`src/rtl/core/cmm_pkg.sv`:
```
// Shared types and constants of the column masked mean unit.
`default_nettype none
package cmm_pkg;

    localparam int unsigned DATA_W      = 32;
    localparam int unsigned CFG_IDX_W   = 8;
    localparam int unsigned COUNT_OUT_W = 7;

    typedef enum logic [CFG_IDX_W-1:0] {
        CFG_BAD_CODE          = 8'd0,
        CFG_MISSING_CODE      = 8'd1,
        CFG_SUBSTITUTE_ENABLE = 8'd2,
        CFG_REPLACEMENT_VALUE = 8'd3
    } t_cfg_idx;

    typedef struct packed {
        logic signed [DATA_W-1:0] bad_code;
        logic signed [DATA_W-1:0] missing_code;
        logic                     substitute_enable;
        logic signed [DATA_W-1:0] replacement_value;
    } t_cfg;

    typedef enum logic [2:0] {
        S_IDLE = 3'b001,
        S_DIV  = 3'b010,
        S_FIN  = 3'b100
    } t_back_state;

endpackage
`default_nettype wire

```
`src/rtl/core/cmm_if.sv`:
```
// Valid/ready channel interfaces: samples in, column results out, register writes.
`default_nettype none
interface cmm_sample_if;
    import cmm_pkg::*;
    logic                     valid;
    logic                     ready;
    logic signed [DATA_W-1:0] sample;
    logic                     last_level;
    modport source (output valid, output sample, output last_level, input ready);
    modport sink   (input valid, input sample, input last_level, output ready);
endinterface

interface cmm_result_if;
    import cmm_pkg::*;
    logic                     valid;
    logic                     ready;
    logic signed [DATA_W-1:0] column_mean;
    logic                     column_empty;
    logic [COUNT_OUT_W-1:0]   levels_counted;
    logic                     level_overflow;
    modport source (output valid, output column_mean, output column_empty,
                    output levels_counted, output level_overflow, input ready);
    modport sink   (input valid, input column_mean, input column_empty,
                    input levels_counted, input level_overflow, output ready);
endinterface

interface cmm_cfg_if;
    import cmm_pkg::*;
    logic                 valid;
    logic                 ready;
    logic [CFG_IDX_W-1:0] index;
    logic [DATA_W-1:0]    data;
    modport source (output valid, output index, output data, input ready);
    modport sink   (input valid, input index, input data, output ready);
endinterface
`default_nettype wire

```
`src/rtl/core/cmm_front.sv`:
```
// Front end: classifies samples and accumulates the sum and count of a column.
`default_nettype none
module cmm_front #(
    parameter int unsigned MAX_LEVELS  = 64,
    parameter int unsigned SAMPLE_BITS = 32,
    parameter int unsigned SUM_W       = 38,
    parameter int unsigned CNT_W       = 7
) (
    input  wire logic          i_clk,
    input  wire logic          i_rst_n,
    input  wire cmm_pkg::t_cfg i_cfg,
    cmm_sample_if.sink         i_in,
    input  wire logic          i_full,
    output logic               o_push,
    output logic [SUM_W+CNT_W:0] o_push_data
);
    import cmm_pkg::*;

    logic signed [SUM_W-1:0]  r_sum, n_sum;
    logic [CNT_W-1:0]         r_cnt, n_cnt;
    logic                     r_ovf, n_ovf;
    logic signed [DATA_W-1:0] s_ext;
    logic signed [DATA_W-1:0] add_v;
    logic                     is_code, take, at_max, counted, beat;

    assign i_in.ready = !i_full;
    assign beat       = i_in.valid && i_in.ready;

    always_comb begin
        s_ext   = DATA_W'(signed'(i_in.sample[SAMPLE_BITS-1:0]));
        is_code = (s_ext == i_cfg.bad_code) || (s_ext == i_cfg.missing_code);
        take    = !is_code || i_cfg.substitute_enable;
        add_v   = is_code ? i_cfg.replacement_value : s_ext;
        at_max  = (r_cnt == CNT_W'(MAX_LEVELS));
        counted = take && !at_max;
        n_sum   = counted ? (r_sum + SUM_W'(add_v)) : r_sum;
        n_cnt   = counted ? CNT_W'(r_cnt + 1'b1) : r_cnt;
        n_ovf   = r_ovf | (take & at_max);
    end

    assign o_push      = beat && i_in.last_level;
    assign o_push_data = {n_sum, n_cnt, n_ovf};

    always_ff @(posedge i_clk) begin
        if (!i_rst_n) begin
            r_sum <= '0;
            r_cnt <= '0;
            r_ovf <= 1'b0;
        end else if (beat) begin
            // clear after the last level, otherwise keep accumulating
            if (i_in.last_level) begin
                r_sum <= '0;
                r_cnt <= '0;
                r_ovf <= 1'b0;
            end else begin
                r_sum <= n_sum;
                r_cnt <= n_cnt;
                r_ovf <= n_ovf;
            end
        end
    end

endmodule
`default_nettype wire

```
`src/rtl/core/cmm_fifo.sv`:
```
// Two-entry queue of finished column totals between front and back.
`default_nettype none
module cmm_fifo #(
    parameter int unsigned WIDTH = 46
) (
    input  wire logic             i_clk,
    input  wire logic             i_rst_n,
    input  wire logic             i_push,
    input  wire logic [WIDTH-1:0] i_push_data,
    input  wire logic             i_pop,
    output logic                  o_full,
    output logic                  o_empty,
    output logic [WIDTH-1:0]      o_data
);
    logic [WIDTH-1:0] r_mem [2];
    logic             r_wr_ptr, r_rd_ptr;
    logic [1:0]       r_cnt;
    logic             do_push, do_pop;

    assign o_full  = (r_cnt == 2'd2);
    assign o_empty = (r_cnt == 2'd0);
    assign o_data  = r_mem[r_rd_ptr];
    assign do_push = i_push && !o_full;
    assign do_pop  = i_pop && !o_empty;

    always_ff @(posedge i_clk) begin
        if (do_push) begin
            r_mem[r_wr_ptr] <= i_push_data;
        end
    end

    always_ff @(posedge i_clk) begin
        if (!i_rst_n) begin
            r_wr_ptr <= 1'b0;
            r_rd_ptr <= 1'b0;
            r_cnt    <= 2'd0;
        end else begin
            if (do_push) begin
                r_wr_ptr <= !r_wr_ptr;
            end
            if (do_pop) begin
                r_rd_ptr <= !r_rd_ptr;
            end
            case ({do_push, do_pop})
                2'b10:   r_cnt <= r_cnt + 2'd1;
                2'b01:   r_cnt <= r_cnt - 2'd1;
                default: r_cnt <= r_cnt;
            endcase
        end
    end

endmodule
`default_nettype wire

```
`src/rtl/core/cmm_back.sv`:
```
// Back end: bit-serial signed division of column sum by count, result register.
`default_nettype none
module cmm_back #(
    parameter int unsigned SUM_W = 38,
    parameter int unsigned CNT_W = 7
) (
    input  wire logic             i_clk,
    input  wire logic             i_rst_n,
    input  wire cmm_pkg::t_cfg    i_cfg,
    input  wire logic             i_empty,
    input  wire logic [SUM_W+CNT_W:0] i_data,
    output logic                  o_pop,
    cmm_result_if.source          o_res
);
    import cmm_pkg::*;

    localparam int unsigned STEP_W = (SUM_W > 1) ? $clog2(SUM_W) : 1;

    t_back_state          r_state;
    logic [SUM_W-1:0]     r_quo;
    logic [CNT_W-1:0]     r_rem;
    logic [CNT_W-1:0]     r_div;
    logic [STEP_W-1:0]    r_step;
    logic                 r_neg, r_ovf, r_col_empty;

    logic                 r_out_valid;
    logic [DATA_W-1:0]    r_out_mean;
    logic                 r_out_empty;
    logic [COUNT_OUT_W-1:0] r_out_cnt;
    logic                 r_out_ovf;

    logic signed [SUM_W-1:0] in_sum;
    logic [CNT_W-1:0]     in_cnt;
    logic                 in_ovf;
    logic [SUM_W-1:0]     in_abs;
    logic [CNT_W:0]       trial;
    logic                 ge;
    logic [CNT_W:0]       trial_sub;
    logic [DATA_W-1:0]    q_low;
    logic                 out_free;

    assign {in_sum, in_cnt, in_ovf} = i_data;

    always_comb begin
        in_abs    = in_sum[SUM_W-1] ? SUM_W'(-in_sum) : SUM_W'(in_sum);
        trial     = {r_rem, r_quo[SUM_W-1]};
        ge        = (trial >= {1'b0, r_div});
        trial_sub = trial - {1'b0, r_div};
        q_low     = r_quo[DATA_W-1:0];
    end

    assign out_free = !r_out_valid || o_res.ready;
    assign o_pop    = (r_state == S_IDLE) && !i_empty;

    always_ff @(posedge i_clk) begin
        if (!i_rst_n) begin
            r_state     <= S_IDLE;
            r_out_valid <= 1'b0;
        end else begin
            // drop the taken beat unless a new one replaces it
            if (r_out_valid && o_res.ready && !((r_state == S_FIN) && out_free)) begin
                r_out_valid <= 1'b0;
            end
            unique case (r_state)
                S_IDLE: begin
                    if (!i_empty) begin
                        r_state <= (in_cnt == '0) ? S_FIN : S_DIV;
                    end
                end
                S_DIV: begin
                    if (r_step == '0) begin
                        r_state <= S_FIN;
                    end
                end
                S_FIN: begin
                    if (out_free) begin
                        r_out_valid <= 1'b1;
                        r_state     <= S_IDLE;
                    end
                end
                default: r_state <= S_IDLE;
            endcase
        end
    end

    always_ff @(posedge i_clk) begin
        unique case (r_state)
            S_IDLE: begin
                r_quo       <= in_abs;
                r_rem       <= '0;
                r_div       <= in_cnt;
                r_neg       <= in_sum[SUM_W-1];
                r_ovf       <= in_ovf;
                r_col_empty <= (in_cnt == '0);
                r_step      <= STEP_W'(SUM_W - 1);
            end
            S_DIV: begin
                // one quotient bit per cycle, restoring form
                r_rem  <= ge ? trial_sub[CNT_W-1:0] : trial[CNT_W-1:0];
                r_quo  <= {r_quo[SUM_W-2:0], ge};
                r_step <= r_step - 1'b1;
            end
            S_FIN: begin
                if (out_free) begin
                    r_out_empty <= r_col_empty;
                    r_out_ovf   <= r_ovf;
                    if (r_col_empty) begin
                        r_out_mean <= i_cfg.missing_code;
                        r_out_cnt  <= '0;
                    end else begin
                        r_out_mean <= r_neg ? (-q_low) : q_low;
                        r_out_cnt  <= COUNT_OUT_W'(r_div);
                    end
                end
            end
            default: ;
        endcase
    end

    assign o_res.valid          = r_out_valid;
    assign o_res.column_mean    = r_out_mean;
    assign o_res.column_empty   = r_out_empty;
    assign o_res.levels_counted = r_out_cnt;
    assign o_res.level_overflow = r_out_ovf;

endmodule
`default_nettype wire

```
`src/rtl/core/column_masked_mean_unit.sv`:
```
// Column masked mean unit: top level with register file, front, queue and back.
//
// Samples of one column arrive on i_in, one beat per level, the final level
// flagged by last_level. A sample equal to bad_code or missing_code is skipped,
// or counted as replacement_value when substitute_enable is set.
// One result beat per column leaves on o_res: the truncated mean, or
// missing_code with column_empty set when no level was counted.
// Registers are written through i_cfg, which is always ready. The user must
// ensure registers are written only while idle; the block does not enforce it.
// The front takes one sample per cycle while the queue has room. A column's
// totals go into a two-entry queue; the back divides them one quotient bit per
// cycle in a serial divider, and an empty column skips the divider.
// The back steps through S_IDLE, S_DIV and S_FIN and registers the result.
// The front stalls only while the queue holds two columns.
// A stalled receiver holds the result in the output register; the back keeps
// a finished quotient until that register frees.
// Reset is synchronous, clears the running totals, the queue and the output,
// and loads the register defaults.
`default_nettype none
module column_masked_mean_unit #(
    parameter int unsigned MAX_LEVELS  = 64,
    parameter int unsigned SAMPLE_BITS = 32
) (
    input  wire logic     i_clk,
    input  wire logic     i_rst_n,
    cmm_sample_if.sink    i_in,
    cmm_result_if.source  o_res,
    cmm_cfg_if.sink       i_cfg
);
    import cmm_pkg::*;

    localparam int unsigned CNT_W = $clog2(MAX_LEVELS + 1);
    localparam int unsigned SUM_W = DATA_W + $clog2(MAX_LEVELS);
    localparam int unsigned Q_W   = SUM_W + CNT_W + 1;

    t_cfg             r_cfg;
    logic             push, pop, full, empty;
    logic [Q_W-1:0]   push_data, pop_data;

    assign i_cfg.ready = 1'b1;

    always_ff @(posedge i_clk) begin
        if (!i_rst_n) begin
            r_cfg.bad_code          <= DATA_W'(32'h8000_0000);
            r_cfg.missing_code      <= DATA_W'(32'h8000_0001);
            r_cfg.substitute_enable <= 1'b0;
            r_cfg.replacement_value <= '0;
        end else if (i_cfg.valid) begin
            unique case (i_cfg.index)
                CFG_BAD_CODE:          r_cfg.bad_code          <= i_cfg.data;
                CFG_MISSING_CODE:      r_cfg.missing_code      <= i_cfg.data;
                CFG_SUBSTITUTE_ENABLE: r_cfg.substitute_enable <= i_cfg.data[0];
                CFG_REPLACEMENT_VALUE: r_cfg.replacement_value <= i_cfg.data;
                default: ;
            endcase
        end
    end

    cmm_front #(
        .MAX_LEVELS  (MAX_LEVELS),
        .SAMPLE_BITS (SAMPLE_BITS),
        .SUM_W       (SUM_W),
        .CNT_W       (CNT_W)
    ) u_front (
        .i_clk       (i_clk),
        .i_rst_n     (i_rst_n),
        .i_cfg       (r_cfg),
        .i_in        (i_in),
        .i_full      (full),
        .o_push      (push),
        .o_push_data (push_data)
    );

    cmm_fifo #(
        .WIDTH (Q_W)
    ) u_fifo (
        .i_clk       (i_clk),
        .i_rst_n     (i_rst_n),
        .i_push      (push),
        .i_push_data (push_data),
        .i_pop       (pop),
        .o_full      (full),
        .o_empty     (empty),
        .o_data      (pop_data)
    );

    cmm_back #(
        .SUM_W (SUM_W),
        .CNT_W (CNT_W)
    ) u_back (
        .i_clk   (i_clk),
        .i_rst_n (i_rst_n),
        .i_cfg   (r_cfg),
        .i_empty (empty),
        .i_data  (pop_data),
        .o_pop   (pop),
        .o_res   (o_res)
    );

endmodule
`default_nettype wire

```
`src/flat_wrapper.sv`:
```
// flat-port wrapper written by rule: the top's interface ports become plain ports
module column_masked_mean_unit_flat import cmm_pkg::*;
#(
    parameter int unsigned MAX_LEVELS  = 64,
    parameter int unsigned SAMPLE_BITS = 32
)
  (i_clk, i_rst_n, i_in_valid, i_in_sample, i_in_last_level, i_in_ready, o_res_valid, o_res_column_mean, o_res_column_empty, o_res_levels_counted, o_res_level_overflow, o_res_ready, i_cfg_valid, i_cfg_index, i_cfg_data, i_cfg_ready);
  cmm_sample_if i_in_i ();
  cmm_result_if o_res_i ();
  cmm_cfg_if i_cfg_i ();
  input  wire logic i_clk;
  input  wire logic i_rst_n;
  input wire logic [$bits(i_in_i.valid)-1:0] i_in_valid;
  input wire logic [$bits(i_in_i.sample)-1:0] i_in_sample;
  input wire logic [$bits(i_in_i.last_level)-1:0] i_in_last_level;
  output wire logic [$bits(i_in_i.ready)-1:0] i_in_ready;
  output wire logic [$bits(o_res_i.valid)-1:0] o_res_valid;
  output wire logic [$bits(o_res_i.column_mean)-1:0] o_res_column_mean;
  output wire logic [$bits(o_res_i.column_empty)-1:0] o_res_column_empty;
  output wire logic [$bits(o_res_i.levels_counted)-1:0] o_res_levels_counted;
  output wire logic [$bits(o_res_i.level_overflow)-1:0] o_res_level_overflow;
  input wire logic [$bits(o_res_i.ready)-1:0] o_res_ready;
  input wire logic [$bits(i_cfg_i.valid)-1:0] i_cfg_valid;
  input wire logic [$bits(i_cfg_i.index)-1:0] i_cfg_index;
  input wire logic [$bits(i_cfg_i.data)-1:0] i_cfg_data;
  output wire logic [$bits(i_cfg_i.ready)-1:0] i_cfg_ready;
  assign i_in_i.valid = i_in_valid;
  assign i_in_i.sample = i_in_sample;
  assign i_in_i.last_level = i_in_last_level;
  assign i_in_ready = i_in_i.ready;
  assign o_res_valid = o_res_i.valid;
  assign o_res_column_mean = o_res_i.column_mean;
  assign o_res_column_empty = o_res_i.column_empty;
  assign o_res_levels_counted = o_res_i.levels_counted;
  assign o_res_level_overflow = o_res_i.level_overflow;
  assign o_res_i.ready = o_res_ready;
  assign i_cfg_i.valid = i_cfg_valid;
  assign i_cfg_i.index = i_cfg_index;
  assign i_cfg_i.data = i_cfg_data;
  assign i_cfg_ready = i_cfg_i.ready;
  column_masked_mean_unit #(.MAX_LEVELS(MAX_LEVELS), .SAMPLE_BITS(SAMPLE_BITS)) u_core (.i_clk(i_clk), .i_rst_n(i_rst_n), .i_in(i_in_i), .o_res(o_res_i), .i_cfg(i_cfg_i));
endmodule
```
`config.mk`:
```
export PLATFORM = sky130hd
export DESIGN_NAME = column_masked_mean_unit_flat
export DESIGN_NICKNAME = d
export VERILOG_FILES = /design/src/rtl/core/cmm_pkg.sv /design/src/rtl/core/cmm_if.sv /design/src/rtl/core/cmm_front.sv /design/src/rtl/core/cmm_fifo.sv /design/src/rtl/core/cmm_back.sv /design/src/rtl/core/column_masked_mean_unit.sv /design/src/flat_wrapper.sv
export SDC_FILE = /design/constraint.sdc
export NUM_CORES = 1
export LEC_CHECK = 0
export ABC_AREA = 1
export BUFFER_PORTS_ARGS = -buffer_cell sky130_fd_sc_hd__buf_2
export CORE_UTILIZATION = 49
export DETAILED_ROUTE_END_ITERATION = 16
export PLACE_DENSITY = 0.65
export SLEW_MARGIN = 20
export SYNTH_ARGS = -nofsm -noshare
export SYNTH_HDL_FRONTEND = slang
export SYNTH_SLANG_ARGS = --single-unit
```
`constraint.sdc`:
```
create_clock -name i_clk -period 3.55 [get_ports i_clk]
set_input_delay 0.5325 -clock i_clk [delete_from_list [all_inputs] [get_ports i_clk]]
set_output_delay 0.5325 -clock i_clk [all_outputs]
set_load 0.02 [all_outputs]
```
# After elaboration in Yosys (flattened, before gate mapping)
# Memory sizes are Yosys's and may differ from the RTL's. A register that Yosys moved wholly into a read port is not among the register bits.
# Index checks and enable logic that the tools add are counted.
# word_totals
ram_bits	92
ff_bits	253
mem_count	1
output_inout_bits	44
wordCells	108
inputBits	78
# mem_list
name	words	width	rd	rd_ports_with_merged_regs	write_ports	line	text
u_core.u_fifo.r_mem	2	46	1	1	1	cmm_fifo.sv:15	logic [WIDTH-1:0] r_mem [2];
# op_classes
eq_ne	15
addsub	8
reduce_logical	32
n_bitwise	2
n_mux	26
order_cmp	1
# ops
operator	n
2-to-1 mux 38 bit	3
2-to-1 mux 32 bit	3
case mux 38 bit (2 select lines)	1
== test 32 bit	2
adder 38 x 32 -> 38 bit	1
negation 38 bit	1
negation 32 bit	1
2-to-1 mux 7 bit	3
== test 8 x 2 -> 1 bit (second input constant)	2
case mux 7 bit (2 select lines)	1
2-to-1 mux 3 bit	4
case mux 6 bit (2 select lines)	1
AND reduction 2 bit	5
logical AND 1 bit	9
case mux 3 bit (3 select lines)	1
== test 8 x 1 -> 1 bit (second input constant)	1
greater-or-equal comparator 8 x 7 -> 1 bit	1
zero test 1 bit	8
zero test 8 bit	1
2-to-1 mux 1 bit	8
adder 7 x 1 -> 7 bit (second input constant)	1
== test 7 bit (second input constant)	1
zero test 7 bit	1
subtractor 7 bit	1
other kinds (17)	23

# Longest topological paths before layout
# Gate-level depths: netlist of run 1.
# depth
word_depth	8
depth_mapped	32
mapped_depth_nobuf	30

# Cells and area by module
# A second synthesis of run 1 with hierarchy kept.
# hier_totals
cells_unflattened	2703
hier_area_um2	20697.4
# modules_own_cells
mod	n_inst	cells_per_inst	seq_area_each_um2	area_each_um2
cmm_back	1	870	3143.0	6718.9
cmm_front	1	1068	920.9	6107.1
column_masked_mean_unit	1	582	1941.9	4100.2
cmm_fifo	1	183	2862.7	3771.1

# Worst setup path before layout of run 1
# No wires, ideal clock.
# synth_path
path_kind	in2reg
startpoint	input port i_in_sample[21]
endpoint	memory u_core.u_fifo.r_mem[0][38], data pin
setup_time_ps	258
t_arrival_ps	3245
path_stages	23
n_path_buf	2
path_slack_ps	47
path_cell_list	inv_1 -> nand2_1 -> nand2_1 -> nand2_1 -> nor2_1 -> nand2_1 -> nor2_1 -> nand2_1 -> nand2_1 -> buf_2 -> clkinv_1 -> clkbuf_1 -> nand2_1 -> nand2_1 -> ha_1 -> nand2_1 -> nor2_1 -> nand2_1 -> o21ai_0 -> nand3_1 -> nand3_1 -> nand3_1 -> o21a_1
# synth_via
elab_chain_len	6
# synth_rtl
item	line	text
from (decl)	flat_wrapper.sv:14	input wire logic [$bits(i_in_i.sample)-1:0] i_in_sample;
parallel branches: the longest is 5 deep, another holds adder 38 x 32 -> 38 bit	--	
2-to-1 mux 38 bit (*)	cmm_front.sv:36	n_sum = counted ? (r_sum + SUM_W'(add_v)) : r_sum;
named net u_core.push_data[38]	column_masked_mean_unit.sv:38	logic [Q_W-1:0] push_data, pop_data;
to (decl)	cmm_fifo.sv:15	
# Mark *: on every way through the listed nets, which the timed path passes.

# Worst setup path after layout of run 1
# layout_path
startpoint	register u_core.r_cfg[67] (netlist bit)
endpoint	memory u_core.u_fifo.r_mem[1][38], data pin
# layout_via
elab_chain_len	6
# layout_rtl
item	line	text
from (decl)	column_masked_mean_unit.sv:36	t_cfg r_cfg;
== test 32 bit (*)	cmm_front.sv:31	is_code = (s_ext == i_cfg.bad_code) || (s_ext == i_cfg.missing_code);
logical OR 1 bit (*)	cmm_front.sv:31	
parallel branches: the longest is 3 deep, another holds adder 38 x 32 -> 38 bit	--	
2-to-1 mux 38 bit (*)	cmm_front.sv:36	
named net u_core.push_data[38]	column_masked_mean_unit.sv:38	
# Marked as above.

==> results_dict.tcl, run 1 <==
set metrics [dict create \
    post-route-period-util_pct 97.58 \
    wirelength_mm 60.66 \
    gp_congestion 0.9628 \
    path_class "flop to flop" \
    power_frac_seq_pct 38.6 \
    placed_area_um2 21970 \
    layout_commonest_cell "nand2_1" \
    grt_max_degree 103 \
    cts_root_buf "clkbuf_16" \
    final_max_slew_viol_count 0 \
    yosysSeqAreaShare_pct 45.82 \
    async_flop_share_pct 0 \
    clockPowerShare_pct 27.3 \
    syn2layout_area_growth_pct 27.41 \
    peakVddDrop_v 0.0004089 \
    yosysWarnings 0 \
    final.setup.tns_ns 0 \
    p_comb_share_pct 34.0 \
    avgViaCountPerCell 5.327 \
    cp_max_fo 8 \
    crit_path_start "u_core.r_cfg[67]" \
    drive_gt1_share_pct 26.33 \
    report.final.hold_viol_count 0 \
    clkLatencyLatePin_ns 0.58 \
    drv_cap 0 \
    cts_sinks 346 \
    die_h_um 200.7 \
    cts-buffers-inserted 39 \
    drtIter0Drc 1399 \
    critPathLaunchType "flop" \
    r2r_end "u_core.u_fifo.r_mem[1][38]" \
    synth.top_cell.area_share_pct 30.10 \
    initial_core_util_pct 49.85 \
    grt_pass1_wl_mm 90.91 \
    synth_cells 2455 \
    final_cell_mix "nand2_1 (532), nor2_1 (291), buf_4 (246)" \
    vias 17760 \
    switching_share_pct 36.65 \
    dp_hpwl_mm 44.13 \
    track_usage_pct 29.07 \
    p_per_area_nw_per_um2 592.9 \
    cts.clk_slew.worst_paths_ns 0.06 \
    synth-main-ff-cell "edfxtp_1" \
    grt_pass1_vias 16497 \
    synth_edf_count 194 \
    tightest_slew_ns 1.010 \
    synth_top_cell_by_area "edfxtp_1" \
    clock_path_buffers 3 \
    fin_nets 2916 \
    synthesis.nets 2587 \
    synthesis.area_um2 19350 \
    routedWlPerCell_um 18.19 \
    critPathCapture "u_core.u_fifo.r_mem[1][38]" \
    ios 122 \
    leakagePower_nw 10.10 \
    ant_nets 0 \
    final_cell_area_um2 24660 \
    synth_area_leaders "edfxtp_1 (30%), dfxtp_1 (16%), nand2_1 (12%), nor2_1 (6.4%), o21ai_0 (6.2%)" \
    rows 72 \
    fp.dieArea_um2 40300 \
    synth_seq_cells 346 \
    tritoncts "yes" \
    synthDistinctLibCells 60 \
    layout_min_cycle_time_ns 3.464 \
    die_w_um 200.7 \
    reg2reg_from "u_core.r_cfg[67]" \
    cp-end-kind "flop" \
    first_pass_iters 8 \
    syn_avg_cell_area_um2 7.883 \
    p_sw_mw 5.359 \
    relSlewSlack_pct 32.70 \
    whs_path_depth 3 \
    grt_overflow 0 \
    rrSetupSlack_ns 0.09 \
    ctsHoldBuffers 0 \
    fin_worst_skew_ns 0.02081 \
    antenna_found_initial 1 \
    hold_ws_ns 0.2433 \
    rsz0062_at_grt "yes" \
    htree_levels 2 \
    required_ns 3.87 \
    arrival_ns 3.78 \
    fillerInstances 3351 \
    route.detailed.drc 0 \
    fp.coreArea_um2 38830 \
    r2r_cells 24 \
    port_buffers 120 \
    setup_viol 0 \
    holdCritPathClass "input port to flop" \
    fmax_mhz 288.7 \
    status "complete, no violations" \
    intPower_mw 9.262 \
]
[metal layers]
layer,vias up,part of all wire [%],GRT usage [%]
li1,8799,-,-
met1,8407,45,40.10
met2,466,47,48.02
met3,86,5.2,4.091
met4,2,2.3,7.361
met5,-,0.016,0
[flip-flops by register name (all words and copies together), names as in the netlist, 7 cells and up, named ones only]
signal	count
u_core.r_cfg	97
u_core.u_fifo.r_mem	92
u_core.u_back.r_quo	38
u_core.u_front.r_sum	38
u_core.u_back.o_res.column_mean	32
u_core.u_back.o_res.levels_counted	7
u_core.u_back.r_div	7
u_core.u_back.r_rem	7
u_core.u_front.r_cnt	7
[power by group through the flow]
stage | clock network, mW | logic, mW | registers (mW)
after floorplan | 0 | 3.13 | 5.53
after global placement | 0 | 4.50 | 5.69
after detailed placement | 0 | 4.61 | 5.71
after CTS | 4.04 | 4.67 | 5.63
after global routing | 4.20 | 5.51 | 5.70
final | 4.00 | 4.98 | 5.65
[cells in the mapped netlist, types with 5 or more instances]
cell type	instances
nor3_1	32
buf_4	6
a21oi_1	153
xor2_1	33
inv_1	197
buf_6	6
nand2_1	604
dfxtp_1	152
a21o_1	8
o21ai_2	23
o21ai_1	13
buf_2	18
o21a_1	12
xnor2_1	84
or2_1	8
clkbuf_1	60
nor2_1	329
nor4_1	5
nand3b_1	5
mux2i_1	8
o21ai_0	238
or2_2	21
nand4_1	21
o31ai_1	6
o21bai_1	6
a31oi_1	7
o211ai_1	13
edfxtp_1	194
nand3_1	82
ha_1	52
[stage by stage]
step	cells	setup slack (ns)	util, %	total power, mW
2_1_floorplan	2455	0.04726	-	8.660
3_3_place_gp	3231	-0.5947	56.58	10.19
3_5_place_dp	3231	-0.5541	56.58	10.32
4_1_cts	3303	0.005769	60.27	14.34
5_1_grt	3332	-0.06519	63.50	15.41
6_report	3334	0.08584	63.51	14.62
[layout make-up]
| class | instances | area (µm²) | share of cell area (%) |
|---|---|---|---|
| diodes | 2 | 5.005 | 0.02030 |
| clock inverters | 16 | 151.4 | 0.6140 |
| well taps | 518 | 648.1 | 2.628 |
| flip-flops and latches | 346 | 8880 | 36.01 |
| multi-input cells | 1811 | 10400 | 42.19 |
| inverters | 206 | 774.5 | 3.141 |
| repair buffers | 380 | 2699 | 10.94 |
| clock buffers | 55 | 1097 | 4.450 |
[how the worst min path moves through the flow]
| stage | startpoint | to | slack [ns] |
|---|---|---|---|
| floorplan | u_core.u_back.r_ovf | u_core.u_back.o_res.level_overflow | 0.40 |
| global placement | u_core.u_back.r_ovf | u_core.u_back.o_res.level_overflow | 0.42 |
| detailed placement | u_core.u_back.r_ovf | u_core.u_back.o_res.level_overflow | 0.42 |
| CTS | i_cfg_data[14] | u_core.r_cfg[79] | 0.23 |
| global route | i_cfg_data[14] | u_core.r_cfg[14] | 0.26 |
| finish | i_cfg_data[14] | u_core.r_cfg[79] | 0.24 |
[what timing repair did]
item,in CTS,in global routing
buffers inserted,1,26
resized for setup,37,257
endpoints found under the setup margin,57,99
gates cloned,0,3
pin swaps,5,75
[critical path, cell delays in order (launching register included)]
cell     delay [ns]
dfxtp_1        0.32
xnor2_1        0.16
nand2_1        0.09
nor2_1         0.15
nand2_1        0.11
nor2_1         0.12
nand2_2        0.11
nand2_8        0.14
buf_12         0.14
buf_12         0.13
buf_4          0.11
nand2_1        0.05
nand2_2        0.10
ha_4           0.23
a21oi_4        0.17
o21ai_2        0.08
buf_4          0.14
a21oi_1        0.11
o21ai_1        0.08
buf_4          0.16
nand3_1        0.13
nand2_1        0.08
nand2_1        0.06
nand3_1        0.08
o21a_1         0.15
[cell families (layout without fill, tap and decap cells)]
group,Yosys count,in the layout,synth area share [%]
compound gates,491,491,13.96
xor+xnor,117,117,5.295
fa+ha+maj,54,54,3.569
buf+inv,298,657,6.252
flops,346,346,45.82
mux,13,13,0.8598
other cells,1,3,0.01938
simple gates,1135,1135,24.22
Power figures use the tool's default switching activity.
==> inputs of run 2 (changes only) <==
--- a/config.mk
+++ b/config.mk
@@ -7,9 +7,10 @@
 export LEC_CHECK = 0
 export ABC_AREA = 1
 export BUFFER_PORTS_ARGS = -buffer_cell sky130_fd_sc_hd__buf_2
+export CORE_ASPECT_RATIO = 1.1
 export CORE_UTILIZATION = 49
 export DETAILED_ROUTE_END_ITERATION = 16
-export PLACE_DENSITY = 0.65
+export PLACE_DENSITY = 0.77
 export SLEW_MARGIN = 20
 export SYNTH_ARGS = -nofsm -noshare
 export SYNTH_HDL_FRONTEND = slang
==> run 2 against run 1 <==
Sequential share of layout area up 0.91 points. Flip-flop and latch count did not move. Largest cell class unchanged. Register-to-register slack hardly changed. Clock skew increased by 0.0078 ns. Worst hold slack better by 0.011 ns. Cell area down 2.5%. Count of clock-buffer cells in the layout fell by 4.
==> results_dict.tcl, run 2 (synthesis results as in run 1) <==
set metrics [dict create \
    status "complete, no violations" \
    vias 18031 \
    track_usage_pct 28.54 \
    placed_area_um2 21890 \
    final_cell_mix "nand2_1 (570), nor2_1 (298), buf_4 (225)" \
    wl_met1_mm 23.80 \
    diodes 0 \
    fp.coreArea_um2 39080 \
    cp_max_fo 12 \
    leakagePower_nw 9.876 \
    holdCritPathClass "input port to flop" \
    wirelength_mm 58.90 \
    critPathLaunchType "flop" \
    largest-register "u_core.r_cfg" \
    tightest_slew_ns 1.052 \
    fmax_mhz 287.6 \
    die_w_um 191.5 \
    final_max_slew_viol_count 0 \
    tritoncts "yes" \
    path_class "flop to flop" \
    die_h_um 210.4 \
    arrival_ns 3.76 \
    syn2layout_area_growth_pct 24.24 \
    layout_min_cycle_time_ns 3.477 \
    fin_worst_skew_ns 0.02862 \
    ant_nets 0 \
    relSlewSlack_pct 29.72 \
    ios 122 \
    cts_root_buf "clkbuf_16" \
    hold_ws_ns 0.2541 \
    routedWlPerCell_um 17.89 \
    final_cell_area_um2 24050 \
    dp_hpwl_mm 43.05 \
    fp.dieArea_um2 40300 \
    met3_length_mm 3.863 \
    drtIter0Drc 1875 \
    rows 76 \
    grt_pass1_wl_mm 88.97 \
    peakVddDrop_v 0.0006372 \
    gp_congestion 0.9785 \
    grt_max_degree 69 \
    cts-buffers-inserted 37 \
    post-route-period-util_pct 97.96 \
    drv_cap 0 \
    first_pass_iters 6 \
    clkLatencyLatePin_ns 0.56 \
    cts_sinks 346 \
    grt_pass1_vias 17060 \
    grt_overflow 0 \
    cp-end-kind "flop" \
    fin_util_pct 61.53 \
    initial_core_util_pct 49.52 \
    power_mw 14.49 \
    cts.clk_slew.worst_paths_ns 0.06 \
    port_buffers 120 \
    fin_nets 2889 \
    antenna_found_initial 0 \
    top_layer_used "met4" \
    met2_length_mm 29.04 \
    htree_levels 2 \
    setup_viol 0 \
    clock_path_buffers 3 \
    setup_ws_ns 0.07258 \
    report.final.hold_viol_count 0 \
    largest_reg_flops 97 \
    pre_cts_slack_ns -0.5112 \
    layout_commonest_cell "nand2_1" \
    p_per_area_nw_per_um2 602.5 \
    rsz0062_at_grt "yes" \
    reg.largest.list "u_core.r_cfg: 97 flops, u_core.u_fifo.r_mem: 92 flops" \
    required_ns 3.84 \
    avgViaCountPerCell 5.477 \
    route.detailed.drc 0 \
    drive_gt1_share_pct 23.38 \
]
## run 2: cell count changes in the layout (fill, tap and decap cells not counted), moves of 6 or more
cell,previous run,this run
nor2_1,291,298
buf_4,246,225
nand2_4,8,2
clkinv_2,10,4
nand2_1,532,570
nand2_2,67,36
## run 2: critical path, cell delays in order (launching register included)
cell     delay (ns)
dfxtp_1        0.37
xnor2_1        0.14
nand2_1        0.09
nor2_2         0.16
nand2_1        0.09
nor2_2         0.12
nand2_2        0.08
nand2_4        0.13
inv_2          0.06
buf_6          0.14
nand2_1        0.06
nand2_1        0.12
ha_1           0.39
buf_4          0.13
nand2_1        0.06
nor2_1         0.16
inv_1          0.08
nor2_1         0.24
buf_4          0.16
nand3_2        0.10
nand3_1        0.10
nand3_1        0.10
o21a_1         0.14
## run 2: cell type report
| cell class | instances | area [µm²] |
|---|---|---|
| well taps | 507 | 634.4 |
| multi-input cells | 1811 | 10040 |
| repair buffers | 355 | 2469 |
| clock buffers | 51 | 1061 |
| fillers | 3251 | 15040 |
| clock inverters | 16 | 186.4 |
| inverters | 206 | 774.5 |
| flip-flops and latches | 346 | 8877 |
## run 2: what timing repair did
action	CTS	global route
hold buffers	0	0
setup endpoints to repair	49	101
gates resized for setup	22	184
pin swaps	3	51
buffers inserted	4	9
gates cloned	0	2
## run 2: power by group
part           switching [mW]  internal [mW]
clock                    1.67           2.33
sequential              0.501           5.16
combinational            3.06           1.76
## run 2: per-layer routing
metal / up-vias / track usage (%)
met5: - / 0
met4: 0 / 11.63
met3: 135 / 4.146
met2: 611 / 48.71
met1: 8551 / 36.07
li1: 8734 / -
## run 2: worst paths after layout
check	from	cells after the start	end	slack, ns
worst min-delay path	i_cfg_data[5]	3	u_core.r_cfg[70]	0.25
worst min register to register	u_core.u_back.r_ovf	0	u_core.u_back.o_res.level_overflow	0.43
worst max-delay path	u_core.r_cfg[82]	22	u_core.u_fifo.r_mem[1][40]	0.07
worst max register to register	u_core.r_cfg[82]	22	u_core.u_fifo.r_mem[1][40]	0.07
## run 2: stage by stage
stage               cells  TNS (ns)
detailed placement   3210    -28.59
global placement     3210    -25.82
floorplan            2455         0
finish               3292         0
CTS                  3281   -0.2839
global route         3292   -0.8288
